[src/rtl/eatrm_pkg.sv]
// ----------------------------------------------------------------------------
// Euler angle rotation matrix package
// Shared widths, convention codes, CORDIC constants and the arctangent table.
// ----------------------------------------------------------------------------
package eatrm_pkg;

   localparam int AngleWidth    = 16;
   localparam int EntryWidth    = 16;
   localparam int TrigWidth     = 17;   // Q15 trig value, range -32768..32768
   localparam int CordicSteps   = 16;
   localparam int CordicWidth   = 34;   // x, y: Q30 plus guard bits
   localparam int ZWidth        = 32;
   localparam int ConvWidth     = 2;

   // Input register, CORDIC steps, trig output register and four combiner stages.
   localparam int PipeLatency   = CordicSteps + 6;

   localparam logic [ConvWidth-1:0] CONV_XYZ   = 2'd0;
   localparam logic [ConvWidth-1:0] CONV_KOCKS = 2'd1;
   localparam logic [ConvWidth-1:0] CONV_BUNGE = 2'd2;

   localparam logic signed [CordicWidth-1:0] CordicGain = 34'sd652032874;

   typedef logic [AngleWidth-1:0]         angle_type;
   typedef logic signed [EntryWidth-1:0]  entry_type;
   typedef logic signed [TrigWidth-1:0]   trig_type;
   typedef logic signed [CordicWidth-1:0] cxy_type;
   typedef logic signed [ZWidth-1:0]      cz_type;

   typedef struct packed {
      trig_type c1, s1, c2, s2, c3, s3;
   } trig_set_type;

   function automatic cz_type atan_lookup(input int unsigned idx);
      cz_type v;
      case (idx)
         0: v = 32'sh20000000;
         1: v = 32'sh12E4051E;
         2: v = 32'sh09FB385B;
         3: v = 32'sh051111D4;
         4: v = 32'sh028B0D43;
         5: v = 32'sh0145D7E1;
         6: v = 32'sh00A2F61E;
         7: v = 32'sh00517C55;
         8: v = 32'sh0028BE53;
         9: v = 32'sh00145F2F;
         10: v = 32'sh000A2F98;
         11: v = 32'sh000517CC;
         12: v = 32'sh00028BE6;
         13: v = 32'sh000145F3;
         14: v = 32'sh0000A2FA;
         15: v = 32'sh0000517D;
         default: v = '0;
      endcase
      return v;
   endfunction

endpackage

[src/rtl/eatrm_cordic.sv]
// ----------------------------------------------------------------------------
// Euler angle rotation matrix CORDIC
// Pipelined 16-step CORDIC giving cosine and sine of one binary angle.
// One step per stage, advancing when en is high.
// ----------------------------------------------------------------------------
module eatrm_cordic import eatrm_pkg::*; (
   input  logic      clock,
   input  logic      en,
   input  angle_type angle,
   output trig_type  cos_out,
   output trig_type  sin_out
);

   cxy_type        x_ff [CordicSteps+1];
   cxy_type        y_ff [CordicSteps+1];
   cz_type         z_ff [CordicSteps+1];
   logic     [1:0] q_ff [CordicSteps+1];
   logic           zero_ff [CordicSteps+1];
   trig_type       cos_ff, sin_ff;

   always_ff @(posedge clock) begin
      if (en) begin
         x_ff[0]    <= CordicGain;
         y_ff[0]    <= '0;
         z_ff[0]    <= {2'b00, angle[13:0], 16'd0};
         q_ff[0]    <= angle[15:14];
         zero_ff[0] <= (angle[13:0] == '0);
      end
   end

   for (genvar i = 0; i < CordicSteps; i++) begin : g_step
      always_ff @(posedge clock) begin
         if (en) begin
            q_ff[i+1]    <= q_ff[i];
            zero_ff[i+1] <= zero_ff[i];
            if (!z_ff[i][ZWidth-1]) begin
               x_ff[i+1] <= x_ff[i] - (y_ff[i] >>> i);
               y_ff[i+1] <= y_ff[i] + (x_ff[i] >>> i);
               z_ff[i+1] <= z_ff[i] - atan_lookup(i);
            end else begin
               x_ff[i+1] <= x_ff[i] + (y_ff[i] >>> i);
               y_ff[i+1] <= y_ff[i] - (x_ff[i] >>> i);
               z_ff[i+1] <= z_ff[i] + atan_lookup(i);
            end
         end
      end
   end

   function automatic trig_type round_q15(input cxy_type v);
      cxy_type r;
      r = (v + cxy_type'(16384)) >>> 15;
      if (r > cxy_type'(32768))       return trig_type'(32768);
      else if (r < -cxy_type'(32768)) return trig_type'(-32768);
      else                            return r[TrigWidth-1:0];
   endfunction

   trig_type c0_in, s0_in, cos_in, sin_in;

   always_comb begin
      if (zero_ff[CordicSteps]) begin
         c0_in = trig_type'(32768);
         s0_in = '0;
      end else begin
         c0_in = round_q15(x_ff[CordicSteps]);
         s0_in = round_q15(y_ff[CordicSteps]);
      end
      case (q_ff[CordicSteps])
         2'd0: begin cos_in = c0_in;  sin_in = s0_in;  end
         2'd1: begin cos_in = -s0_in; sin_in = c0_in;  end
         2'd2: begin cos_in = -c0_in; sin_in = -s0_in; end
         default: begin cos_in = s0_in; sin_in = -c0_in; end
      endcase
   end

   always_ff @(posedge clock) begin
      if (en) begin
         cos_ff <= cos_in;
         sin_ff <= sin_in;
      end
   end

   assign cos_out = cos_ff;
   assign sin_out = sin_ff;

endmodule

[config.mk]
export PLATFORM = sky130hd
export DESIGN_NAME = eatrm_cordic
export DESIGN_NICKNAME = d
export VERILOG_FILES = /design/src/rtl/eatrm_pkg.sv /design/src/rtl/eatrm_cordic.sv
export SDC_FILE = /design/constraint.sdc
export NUM_CORES = 2
export LEC_CHECK = 0
export ABC_AREA = 0
export BUFFER_PORTS_ARGS = -buffer_cell sky130_fd_sc_hd__buf_2
export CELL_PAD_IN_SITES_DETAIL_PLACEMENT = 0
export CELL_PAD_IN_SITES_GLOBAL_PLACEMENT = 1
export CORE_ASPECT_RATIO = 1.25
export CORE_UTILIZATION = 47
export DETAILED_ROUTE_END_ITERATION = 8
export PLACE_DENSITY_LB_ADDON = 0.1
export SETUP_SLACK_MARGIN = 0.2
export SYNTH_ARGS = -nofsm -noshare
export SYNTH_HDL_FRONTEND = slang
export SYNTH_SLANG_ARGS = --single-unit
[constraint.sdc]
create_clock -name clock -period 6.1 [get_ports clock]
set_clock_uncertainty 0.2 [all_clocks]
set_input_delay 1.22 -clock clock [delete_from_list [all_inputs] [get_ports clock]]
set_output_delay 1.22 -clock clock [all_outputs]
set_load 0.03 [all_outputs]
==> impl_metrics.tcl <==
set metrics [dict create \
    outcome "completed" \
    grt_overflow_total 0 \
    syn_area_um2 117000 \
    drt_drc_violations_left 0 \
    clkTransAtPathRegs_ps 60 \
    crit_path_end_kind "flip-flop" \
    avgRoutedWirePerCell_um 20.6 \
    timing_worst_slew_pin_value_ps 1380 \
    post-dp-hpwl_mm 260 \
    synth_simple_gate_area_share_pct 12.9 \
    cp.required_ps 6460 \
    first_pass_iteration_count_of_the_detailed_router 6 \
    synth_top_family_by_area "compound AO/OA/AOI/OAI gates" \
    global_route_wire_length_before_repair_mm 501 \
    die_x_extent_um 449 \
    tritoncts "built" \
    post-synth-top-area-fraction_pct 36.5 \
    instances_no_fill 15700 \
    synth_adder_area_share_pct 14.5 \
    grt_antenna_before_repair 3 \
    critical_path.startpoint_type "flip-flop" \
    layout_common_cells "edfxtp_1 (1,426), ha_1 (1,302), xnor2_1 (1,200)" \
    cp_max_fo 5 \
    final_gp_congestion 0.953 \
    track_usage_pct 25.0 \
    max_clock_freq_ghz 0.177 \
    postRouteAntennaNets 0 \
    synth.yosys.seq_area_share_pct 36.5 \
    list_of_cells_traversed_by_the_critical_path "nor3_2 > nand2b_1 > or3_1 > or4_1 > or3_1 > or3_4 > o21ai_0 > xnor2_1 > ha_1 > o21a_1 > o21ai_1 > o21bai_1 > a21o_1 > a22o_1 > a21o_1 > nor4_1 > nor3_1 > a211o_1 > a21oi_1 > xnor2_1" \
    relSlewSlack_pct 7.32 \
    synthCells 12000 \
    synth.ff_latch_count 1426 \
    number_of_sinks_on_the_clock_net 1426 \
    design.final.nets 13600 \
    cp_top_family "simple AND/OR/NAND/NOR gates" \
    top_level_pins 52 \
    max_cap_viol_count 0 \
    final_layout_size_suffix_gt1_share_pct 6.43 \
    die-area_um2 251000 \
    final_count_of_pins_violating_max_slew 0 \
    clock_tree.htree_level_count 4 \
    drt-total-wl_mm 324 \
    rows 204 \
    synth_fp_nets 13300 \
    drt_iter0_drc 5417 \
    netlist_top_cells_area "edfxtp_1 (37%), ha_1 (14%), xnor2_1 (9.0%)" \
    post_synth_xor_area_fraction_pct 13.2 \
    final_count_of_hold_timing_violations 0 \
    critPathArrivalTime_ps 6020 \
    utilization_pct 51.9 \
    syn_to_final_growth_pct 9.65 \
    synthesis.yosys.warnings 0 \
    post-place-cells 15400 \
    finalWorstSetupSlack_ps 437 \
    synth.avg_cell_area_um2 9.78 \
    count_of_flip_flops_with_a_built_in_enable_after_synthesis 1426 \
    nFillCells 22600 \
    final_common_cell "edfxtp_1" \
    setup_viol 0 \
    grt_pass1_vias 88800 \
    hold_class "flip-flop to flip-flop" \
    clk_latency_ps 870 \
    setup.worst_path.class "flip-flop to flip-flop" \
    initial_core_util_pct 47.3 \
    fin_crit_ps 5660 \
    synth_mux_area_share_pct 1.00 \
    rsz0062_at_grt "yes" \
    async_flop_share_pct 0 \
    grt_start_max_net_pins 144 \
    root_buffer "clkbuf_16" \
    io_buffer_count 51 \
    yosys_most_used_dff "edfxtp_1" \
    fp.dieH_um 560 \
    design.core.area_um2 248000 \
    synthDominantAreaCellType "edfxtp_1" \
    timing.critical_path.slowest_cell_delay_ps 500 \
    synth_cell_type_count 110 \
    synth-compound-area-share_pct 19.8 \
    min_period_over_period_pct 92.8 \
    post-place-ws_ps -273 \
    cpMaxStageDelayCell "edfxtp_1" \
    cts.path.max_buffers 4 \
    path_buf_inv 0 \
    cts_made_buffers 170 \
    detailroute.via_count 90800 \
    finalHoldWorstSlack_ps 217 \
    avgViaCountPerCell 5.79 \
]
## registers in the layout, summed over array words and instances, names as in the netlist
register,count
q_ff,34
cos_out,17
y_ff,463
z_ff,417
sin_out,17
x_ff,461
zero_ff,17
## repair_timing
action | CTS | global route
gates resized for setup | 2 | 36
buffers inserted | 0 | 7
endpoints found under the setup margin | 3 | 33
hold buffers | 0 | 0
pin swaps | 0 | 2
## routing by layer
metal,track usage (%),share of wire [%],vias up
met1,29.6,42,43300
met2,46.0,51,1629
met4,9.96,4.2,0
met3,2.48,3.4,547
met5,0,0,-
li1,-,-,45300
## cell usage after synthesis (26+ instances only)
master and n:
edfxtp_1 1426, ha_1 1302, xnor2_1 1200, a21oi_1 1156, nor2_1 912, nand2_1 651, o21ai_0 633, xor2_1 561
a21o_1 549, inv_1 436, nor3_1 309, nand2b_1 219, nand3_1 217, o21a_1 189, clkbuf_1 168, o21bai_1 147
nor2b_1 137, o31ai_1 130, and3_1 113, a211oi_1 109, or3_1 108, a31oi_1 101, nor4_1 75, and2_1 71
nand4_1 70, mux2i_1 67, o211ai_1 63, a21boi_0 50, o41ai_1 50, or2_2 46, mux2_2 45, a31o_2 42
or4_1 36, fa_1 34, a211o_1 33, a221oi_1 32, o31a_1 30, buf_1 29, nand3b_1 29, o2111ai_1 28
a221o_1 26
## path summary, 6_finish.rpt
check                                  from           to  slack [ps]  cells after the start
worst min-delay path            z_ff[0][18]  z_ff[1][18]         220                      0
worst min register to register  z_ff[0][18]  z_ff[1][18]         220                      0
worst max register to register   y_ff[3][6]  x_ff[4][33]         440                     20
worst max-delay path             y_ff[3][6]  x_ff[4][33]         440                     20
## final cells by class
cell class / instances / area [µm²] / share of cell area [%]
flip-flops and latches: 1426 / 42800 / 33.3
repair buffers: 314 / 2320 / 1.80
diodes: 6 / 15.0 / 0.0117
inverters: 444 / 1670 / 1.30
clock inverters: 114 / 1090 / 0.851
well taps: 3296 / 4120 / 3.21
multi-input cells: 9897 / 72100 / 56.1
clock buffers: 189 / 4430 / 3.45
## cell families (layout without fill, tap and decap cells)
family | count (synthesis) | in the layout
fa+ha+maj | 1336 | 1336
flops | 1426 | 1426
simple gates | 3091 | 3091
xor+xnor | 1761 | 1761
mux | 112 | 112
compound gates | 3597 | 3597
other cells | 0 | 6
buf+inv | 664 | 1061
## stage by stage
stage,area (µm²),setup TNS [ps]
6_report,129000,0
5_1_grt,129000,0
4_1_cts,128000,0
3_5_place_dp,123000,-1300
3_3_place_gp,123000,-1190
2_1_floorplan,117000,0
## worst register-to-register path, delay by kind of cell, from the launching register on
family,cells,cell delay [ps]
xor gates and xnor gates,2,260
DFF,1,500
AOI/OAI and AO/OA,9,1780
adders and majority gates,1,300
and+or+nand+nor,8,2340
Power is not shown: default switching activity piles up to over one toggle a cycle in this logic, so the estimate is an artifact.
